==> src/rtl/set_assoc_cache_lru_top_defines.svh <==
// assertion macros used by the cache rtl datapath
`ifndef SET_ASSOC_CACHE_LRU_TOP_DEFINES_SVH
`define SET_ASSOC_CACHE_LRU_TOP_DEFINES_SVH

// same-cycle implication, disabled while in reset
`define SACL_ASSERT_SAME(label, ante, cons, msg) \
  label: assert property (@(posedge clk) disable iff (!rst_n) (ante) |-> (cons)) \
    else $error(msg);

// next-cycle implication, disabled while in reset
`define SACL_ASSERT_NEXT(label, ante, cons, msg) \
  label: assert property (@(posedge clk) disable iff (!rst_n) (ante) |=> (cons)) \
    else $error(msg);

`endif

==> src/rtl/sacl_pkg.sv <==
package sacl_pkg;

  localparam int ADDR_W  = 32;
  localparam int TAG_W   = 32;
  localparam int STAMP_W = 32;
  localparam int CFG_W   = 5;
  localparam int CFG_IDX_W = 2;
  localparam int OUT_W   = 48;

  // configuration register indexes
  localparam logic [CFG_IDX_W-1:0] CFG_OFFSET_BITS    = 2'd0;
  localparam logic [CFG_IDX_W-1:0] CFG_SET_INDEX_BITS = 2'd1;
  localparam logic [CFG_IDX_W-1:0] CFG_WAYS_IN_USE    = 2'd2;

  typedef enum logic {
    ST_IDLE,
    ST_LOOKUP
  } sacl_state_t;

  typedef struct packed {
    logic load;    // latch address, launch set read
    logic commit;  // resolve lookup, write back, load result
  } sacl_cmd_t;

  typedef struct packed {
    logic out_free;  // result register can take a new result this cycle
  } sacl_stat_t;

endpackage

==> src/rtl/sacl_ram.sv <==
module sacl_ram #(
  parameter int WIDTH = 32,
  parameter int DEPTH = 16
) (
  input  logic                                  clk,
  input  logic                                  we,
  input  logic [(DEPTH > 1 ? $clog2(DEPTH) : 1)-1:0] waddr,
  input  logic [WIDTH-1:0]                      wdata,
  input  logic                                  re,
  input  logic [(DEPTH > 1 ? $clog2(DEPTH) : 1)-1:0] raddr,
  output logic [WIDTH-1:0]                      rdata
);

  logic [WIDTH-1:0] mem [DEPTH];

  always_ff @(posedge clk) begin
    if (we) begin
      mem[waddr] <= wdata;
    end
    if (re) begin
      rdata <= mem[raddr];
    end
  end

endmodule

==> src/rtl/sacl_dp.sv <==
`include "set_assoc_cache_lru_top_defines.svh"

module sacl_dp #(
  parameter int NUM_SETS = 16,
  parameter int NUM_WAYS = 4
) (
  input  logic                             clk,
  input  logic                             rst_n,
  input  logic [sacl_pkg::ADDR_W-1:0]      in_tdata,
  input  logic                             cfg_wr_en,
  input  logic [sacl_pkg::CFG_IDX_W-1:0]   cfg_index,
  input  logic [sacl_pkg::CFG_W-1:0]       cfg_wdata,
  output logic                             out_tvalid,
  input  logic                             out_tready,
  output logic [sacl_pkg::OUT_W-1:0]       out_tdata,
  input  sacl_pkg::sacl_cmd_t              cmd,
  output sacl_pkg::sacl_stat_t             stat
);
  import sacl_pkg::*;

  localparam int SET_W  = (NUM_SETS > 1) ? $clog2(NUM_SETS) : 1;
  localparam int WAY_W  = (NUM_WAYS > 1) ? $clog2(NUM_WAYS) : 1;
  localparam int LVL    = (NUM_WAYS > 1) ? $clog2(NUM_WAYS) : 0;
  localparam int P      = 1 << LVL;
  localparam int MAX_IB = $clog2(NUM_SETS + 1) - 1;
  localparam int ROW_W  = NUM_WAYS * TAG_W;
  localparam logic [3:0] MAX_IB_C = 4'(MAX_IB);
  localparam logic [4:0] NW_C     = 5'(NUM_WAYS);
  localparam int PAD_W  = OUT_W - (3 + 4 + 2 + TAG_W);

  // configuration
  logic [4:0] offset_bits_r;
  logic [2:0] set_index_bits_r;
  logic [2:0] ways_in_use_r;

  always_ff @(posedge clk) begin
    if (!rst_n) begin
      offset_bits_r    <= 5'd4;
      set_index_bits_r <= 3'd2;
      ways_in_use_r    <= 3'd4;
    end else if (cfg_wr_en) begin
      case (cfg_index)
        CFG_OFFSET_BITS:    offset_bits_r    <= cfg_wdata;
        CFG_SET_INDEX_BITS: set_index_bits_r <= cfg_wdata[2:0];
        CFG_WAYS_IN_USE:    ways_in_use_r    <= cfg_wdata[2:0];
        default: ;
      endcase
    end
  end

  logic [3:0]        eff_ib;
  logic [4:0]        nways;
  logic [ADDR_W-1:0] block_w;
  logic [ADDR_W-1:0] set_full;
  logic [TAG_W-1:0]  tag_w;

  assign eff_ib   = ({1'b0, set_index_bits_r} > MAX_IB_C) ? MAX_IB_C : {1'b0, set_index_bits_r};
  assign nways    = (ways_in_use_r == 3'd0) ? 5'd1 :
                    ({2'b0, ways_in_use_r} > NW_C) ? NW_C : {2'b0, ways_in_use_r};
  assign block_w  = in_tdata >> offset_bits_r;
  assign set_full = block_w & ((32'd1 << eff_ib) - 32'd1);
  assign tag_w    = block_w >> eff_ib;

  logic [SET_W-1:0] set_r;
  logic [TAG_W-1:0] tag_r;

  always_ff @(posedge clk) begin
    if (cmd.load) begin
      set_r <= set_full[SET_W-1:0];
      tag_r <= tag_w;
    end
  end

  // tag and stamp rows, one row per set
  logic [ROW_W-1:0] tag_row, stamp_row, tag_row_nxt, stamp_row_nxt;

  sacl_ram #(.WIDTH(ROW_W), .DEPTH(NUM_SETS)) u_tag_ram (
    .clk   (clk),
    .we    (cmd.commit),
    .waddr (set_r),
    .wdata (tag_row_nxt),
    .re    (cmd.load),
    .raddr (set_full[SET_W-1:0]),
    .rdata (tag_row)
  );

  sacl_ram #(.WIDTH(ROW_W), .DEPTH(NUM_SETS)) u_stamp_ram (
    .clk   (clk),
    .we    (cmd.commit),
    .waddr (set_r),
    .wdata (stamp_row_nxt),
    .re    (cmd.load),
    .raddr (set_full[SET_W-1:0]),
    .rdata (stamp_row)
  );

  logic [NUM_WAYS-1:0] valid_r [NUM_SETS];
  logic [STAMP_W-1:0]  timer_r;
  logic [STAMP_W-1:0]  new_stamp;

  assign new_stamp = timer_r + 32'd1;

  // lookup
  logic [NUM_WAYS-1:0] vld_row, match_w, empty_w;
  logic                hit_w, filled_w;
  logic [WAY_W-1:0]    hit_way, empty_way, way_sel;
  logic [STAMP_W-1:0]  node_st  [1:2*P-1];
  logic [WAY_W-1:0]    node_idx [1:2*P-1];
  logic                node_p   [1:2*P-1];

  assign vld_row = valid_r[set_r];

  always_comb begin
    for (int w = 0; w < NUM_WAYS; w++) begin
      match_w[w] = (5'(w) < nways) && vld_row[w] && (tag_row[w*TAG_W +: TAG_W] == tag_r);
      empty_w[w] = (5'(w) < nways) && !vld_row[w];
    end
    hit_way   = '0;
    empty_way = '0;
    for (int w = NUM_WAYS - 1; w >= 0; w--) begin
      if (match_w[w]) hit_way = WAY_W'(w);
      if (empty_w[w]) empty_way = WAY_W'(w);
    end
    hit_w    = |match_w;
    filled_w = !hit_w && (|empty_w);
  end

  // oldest stamp through a min tree, left side wins ties
  always_comb begin
    for (int w = 0; w < P; w++) begin
      node_p[P+w]   = 1'b0;
      node_st[P+w]  = '0;
      node_idx[P+w] = WAY_W'(w);
    end
    for (int w = 0; w < NUM_WAYS; w++) begin
      node_p[P+w]  = (5'(w) < nways);
      node_st[P+w] = stamp_row[w*STAMP_W +: STAMP_W];
    end
    for (int i = P - 1; i >= 1; i--) begin
      if (!node_p[2*i] || (node_p[2*i+1] && (node_st[2*i+1] < node_st[2*i]))) begin
        node_p[i]   = node_p[2*i+1];
        node_st[i]  = node_st[2*i+1];
        node_idx[i] = node_idx[2*i+1];
      end else begin
        node_p[i]   = node_p[2*i];
        node_st[i]  = node_st[2*i];
        node_idx[i] = node_idx[2*i];
      end
    end
  end

  always_comb begin
    if (hit_w) begin
      way_sel = hit_way;
    end else if (filled_w) begin
      way_sel = empty_way;
    end else begin
      way_sel = node_idx[1];
    end
    tag_row_nxt   = tag_row;
    stamp_row_nxt = stamp_row;
    for (int w = 0; w < NUM_WAYS; w++) begin
      if (way_sel == WAY_W'(w)) begin
        tag_row_nxt[w*TAG_W +: TAG_W]       = tag_r;
        stamp_row_nxt[w*STAMP_W +: STAMP_W] = new_stamp;
      end
    end
  end

  always_ff @(posedge clk) begin
    if (!rst_n) begin
      timer_r <= '0;
      for (int s = 0; s < NUM_SETS; s++) begin
        valid_r[s] <= '0;
      end
    end else if (cmd.commit) begin
      timer_r                 <= new_stamp;
      valid_r[set_r][way_sel] <= 1'b1;
    end
  end

  // result register
  logic             out_valid_r;
  logic             hit_r, filled_r, evicted_r;
  logic [3:0]       set_o_r;
  logic [1:0]       way_o_r;
  logic [TAG_W-1:0] tag_o_r;
  logic [2:0]       outcome;

  assign stat.out_free = !out_valid_r || out_tready;

  always_ff @(posedge clk) begin
    if (!rst_n) begin
      out_valid_r <= 1'b0;
    end else if (cmd.commit) begin
      out_valid_r <= 1'b1;
    end else if (out_tready) begin
      out_valid_r <= 1'b0;
    end
  end

  always_ff @(posedge clk) begin
    if (cmd.commit) begin
      hit_r     <= hit_w;
      filled_r  <= filled_w;
      evicted_r <= !hit_w && !filled_w;
      set_o_r   <= 4'(set_r);
      way_o_r   <= 2'(way_sel);
      tag_o_r   <= tag_r;
    end
  end

  assign outcome    = {evicted_r, filled_r, hit_r};
  assign out_tvalid = out_valid_r;
  assign out_tdata  = {{PAD_W{1'b0}}, tag_o_r, way_o_r, set_o_r, evicted_r, filled_r, hit_r};

  `SACL_ASSERT_NEXT(a_commit_gives_result, cmd.commit, out_valid_r, "commit without result")
  `SACL_ASSERT_SAME(a_one_outcome, out_valid_r, $onehot(outcome), "result outcome not one-hot")
  `SACL_ASSERT_NEXT(a_timer_step, cmd.commit, timer_r == $past(timer_r) + 32'd1, "timer step")
  `SACL_ASSERT_SAME(a_commit_when_free, cmd.commit, stat.out_free, "result overwritten")

endmodule

==> config.mk <==
export PLATFORM = sky130hd
export DESIGN_NAME = sacl_dp
export DESIGN_NICKNAME = d
export VERILOG_FILES = /design/src/rtl/sacl_pkg.sv /design/src/rtl/sacl_ram.sv /design/src/rtl/sacl_dp.sv
export VERILOG_INCLUDE_DIRS = /design/src /design/src/rtl
export SDC_FILE = /design/constraint.sdc
export NUM_CORES = 2
export LEC_CHECK = 0
export BUFFER_PORTS_ARGS = -buffer_cell sky130_fd_sc_hd__buf_4
export CAP_MARGIN = 20
export CORE_AREA = 8 8 690 692
export CTS_CLUSTER_DIAMETER = 120
export DETAILED_ROUTE_END_ITERATION = 8
export DIE_AREA = 0 0 698 700
export PLACE_DENSITY_LB_ADDON = 0.2
export SYNTH_ARGS = -nofsm -noshare
export SYNTH_HDL_FRONTEND = slang
export SYNTH_MEMORY_MAX_BITS = 65536
export SYNTH_SLANG_ARGS = --single-unit
export TNS_END_PERCENT = 1
==> constraint.sdc <==
create_clock -name clk -period 23.8 [get_ports clk]
set_clock_uncertainty 0.2 [all_clocks]
set_input_delay 4.76 -clock clk [delete_from_list [all_inputs] [get_ports clk]]
set_output_delay 4.76 -clock clk [all_outputs]
set_load 0.05 [all_outputs]
==> flow_summary.ini <==
[setup_path]
cp-end-kind = flop
r2r_end = u_tag_ram.mem[1][88]$_DFFE_PP_
slowest_delay_ps = 720
startpoint_type = primary input
crit_top_cell = buf_4
cp.required_ps = 24450
cp.arrival_ps = 11740
slowest_stage = buf_4
path_max_fanout = 143
rrSetupSlack_ps = 13030
r2r-start = u_stamp_ram.rdata[98]$_DFFE_PP_
crit_chain = buf_4, mux4_2, mux4_2, mux2_2, o21ai_4, buf_4, buf_4, buf_4, buf_4, buf_4, buf_4, buf_12, nand2_1, and3_1, a311oi_1, a311oi_1, a31oi_1
path_class = primary input to flop
rr_worst_depth = 22

[layout]
nets = 14280
seq_area_um2 = 135200
finalInstanceArea_um2 = 207300
fill_cells = 42080
multi_input_area_um2 = 45720
area_growth_pct = 11.86
drive_gt1_share_pct = 8.908

[sta]
timing.hold.ws_ps = 249.6
drv_slew = 0
final.min_clock_period_ps = 11090
max_slew.worst_pin.slew_ps = 1150
hold_violations = 0
setup_viol = 0
finalCritPeriodShare_pct = 46.59
fmax_ghz = 0.09017
slew_headroom_pct = 23.36
grt_setup_unrepaired = no

[drt]
wirelength_um = 542600
dr.pass1.iters = 6
vias = 115900
final_antenna_net_count = 0
drt_iter0_drc = 11390
routedWlPerCell_um = 26.16
route.detailed.drc = 0
viasPerCell = 5.587

[clock_network]
cts_hold_buf = 0
ctsResizeCount = 0
cts_buffers = 464
cts_tree = done
clock_sinks = 4541
root_buffer = clkbuf_16
clock_path_buffers = 4
htree_levels = 5
clk_latency_ps = 1040
clkTransAtPathRegs_ps = 60
post_cts_buffers = 0

[yosys]
seq_area_frac_synth_pct = 72.97
synth_area_per_cell_um2 = 12.96
synth_area_leader_cell = edfxtp_1
ys.flop_type = edfxtp_1
synth_top_area_share_pct = 71.76
synth-edff-count = 4429
synth_seq_cells = 4541
yosys_warnings = 0
synthTopCellsByCount = edfxtp_1, nand2_1, nand3_1
synthTopCellsByArea = edfxtp_1, nand2_1, nand3_1
yosysMostFrequentCell = edfxtp_1
syn_inst = 14300
synth_area_um2 = 185300
synth_async_sr_flop_share_pct = 0
synth.distinct_cells = 64

[min_path]
hold_start = valid_r[11][0]$_DFF_P_
worstHoldEndpoint = valid_r[11][0]$_DFF_P_
whs_path_depth = 2
holdCritPathClass = flop to flop

[pwr]
power.total_uw = 19200
power.leakage_uw = 0.07081
powerDensity_nw_per_um2 = 92.60
ir_drop_mv = 0.06820

[place]
place_hpwl_um = 267800
port-buffer-count = 87
placed_area_um2 = 192200
place.gp.congestion = 0.7930

[floorplan]
start_util_pct = 39.82
rows = 251
ioPinCount = 95
core_um2 = 465400
dieHeight_um = 700
fp.dieW_um = 698
dieArea_um2 = 488600

[global_route]
grt_overflow_total = 0
grt_pass1_wl_um = 789600
grt_usage_pct = 21.38
antenna_found_initial = 7
grt_pass1_vias = 112300
grt_max_degree = 165

[run]
maxCapViolCount = 0

[outcome]
outcome = complete, no violations
[placed cells by master, fill, tap and decap left out, types with 10 or more instances in the layout]
| master | instances |
|---|---|
| edfxtp_1 | 4429 |
| nand2_1 | 4246 |
| nand3_1 | 2090 |
| a311oi_1 | 514 |
| clkbuf_16 | 468 |
| buf_4 | 348 |
| and3_1 | 269 |
| a31oi_1 | 260 |
| mux2_2 | 158 |
| mux2_1 | 138 |
| nor2_1 | 123 |
| xnor2_1 | 113 |
| dfxtp_1 | 110 |
| clkbuf_1 | 107 |
| a21oi_1 | 104 |
| clkinv_1 | 95 |
| ha_1 | 94 |
| clkinv_2 | 83 |
| inv_1 | 74 |
| xor2_1 | 74 |
| mux4_2 | 49 |
| mux2i_1 | 47 |
| o21ai_0 | 46 |
| nand4_1 | 41 |
| bufinv_16 | 37 |
| and2_1 | 32 |
| a22o_1 | 32 |
| clkbuf_8 | 31 |
| buf_12 | 31 |
| nor3_1 | 25 |
| a211oi_1 | 23 |
| o31ai_1 | 22 |
| nor4_1 | 18 |
| nor2b_1 | 17 |
| a21o_1 | 15 |
| nor2_4 | 13 |
| nand2b_1 | 12 |
| or3_1 | 11 |
| clkinvlp_4 | 11 |
| inv_6 | 10 |
[power breakdown]
part           switching [uW]  leakage [uW]  internal [uW]
Combinational            1840        0.0227            724
Clock                    3110       0.00733           4110
Sequential                132        0.0408           9280
[cells by family after synthesis]
group           Yosys count  synth area share [%]
compound gates         1057                 4.283
xor+xnor                187                0.8837
simple gates           6936                 16.09
other cells               1              0.002023
flops                  4541                 72.97
buf+inv                1091                 2.496
mux                     392                 2.648
fa+ha+maj                94                0.6346
[worst max-delay path by stage]
stage / start / slack [ps] / to
floorplan: cmd[0] / -210 / u_stamp_ram.mem[12][0]$_DFFE_PP_
global placement: in_tdata[24] / 11840 / u_stamp_ram.rdata[44]$_DFFE_PP_
detailed placement: in_tdata[24] / 11780 / u_stamp_ram.rdata[106]$_DFFE_PP_
CTS: u_stamp_ram.rdata[33]$_DFFE_PP_ / 12490 / u_stamp_ram.mem[1][0]$_DFFE_PP_
global route: in_tdata[24] / 12370 / u_stamp_ram.rdata[106]$_DFFE_PP_
finish: in_tdata[24] / 12710 / u_stamp_ram.rdata[12]$_DFFE_PP_
[stage by stage]
step | setup WS, ps | utilization, % | setup TNS [ps] | std cells
CTS | 12490 | 44.52 | 0 | 20730
finish | 12710 | 44.54 | 0 | 20740
detailed placement | 11780 | 41.30 | 0 | 19870
floorplan | -213.9 | - | -161130 | 14310
global route | 12370 | 44.54 | 0 | 20740
global placement | 11840 | 41.30 | 0 | 19870
[cell type report]
class | instances | area share [%]
diodes | 6 | 0.007242
repair buffers | 382 | 1.574
inverters | 79 | 0.1539
well taps | 6198 | 3.741
clock inverters | 257 | 1.191
multi-input cells | 8673 | 22.05
flip-flops and latches | 4541 | 65.23
clock buffers | 606 | 6.048
[layer usage]
metal  wire [um]  part of all wire (%)  vias up  GRT usage (%)
li1            -                     -    52230              -
met1      235400                    43    59310          29.60
met2      262200                    48     3587          36.05
met3       30280                   5.6      756          2.390
met4       14450                   2.7        2          5.547
met5         325                 0.060        -              0
[critical path, delay by kind of cell]
family                 cells  cell delay, ps
AND/OR/NAND/NOR            2             290
AO/OA/AOI/OAI              4             650
multiplexers               3            1340
buffers and inverters      8            4230
[registers in the layout, indices dropped and copies added, names as in the netlist, named ones only]
| name | flops |
|---|---|
| u_stamp_ram.mem | 2048 |
| u_tag_ram.mem | 2048 |
| u_stamp_ram.rdata | 128 |
| u_tag_ram.rdata | 128 |
| valid_r | 64 |
| tag_o_r | 32 |
| tag_r | 32 |
| timer_r | 32 |
| offset_bits_r | 5 |
| set_o_r | 4 |
| set_r | 4 |
| set_index_bits_r | 3 |
| ways_in_use_r | 3 |
| way_o_r | 2 |
| evicted_r | 1 |
| filled_r | 1 |
| hit_r | 1 |
| out_tvalid | 1 |
(Power assumes the default switching activity.)
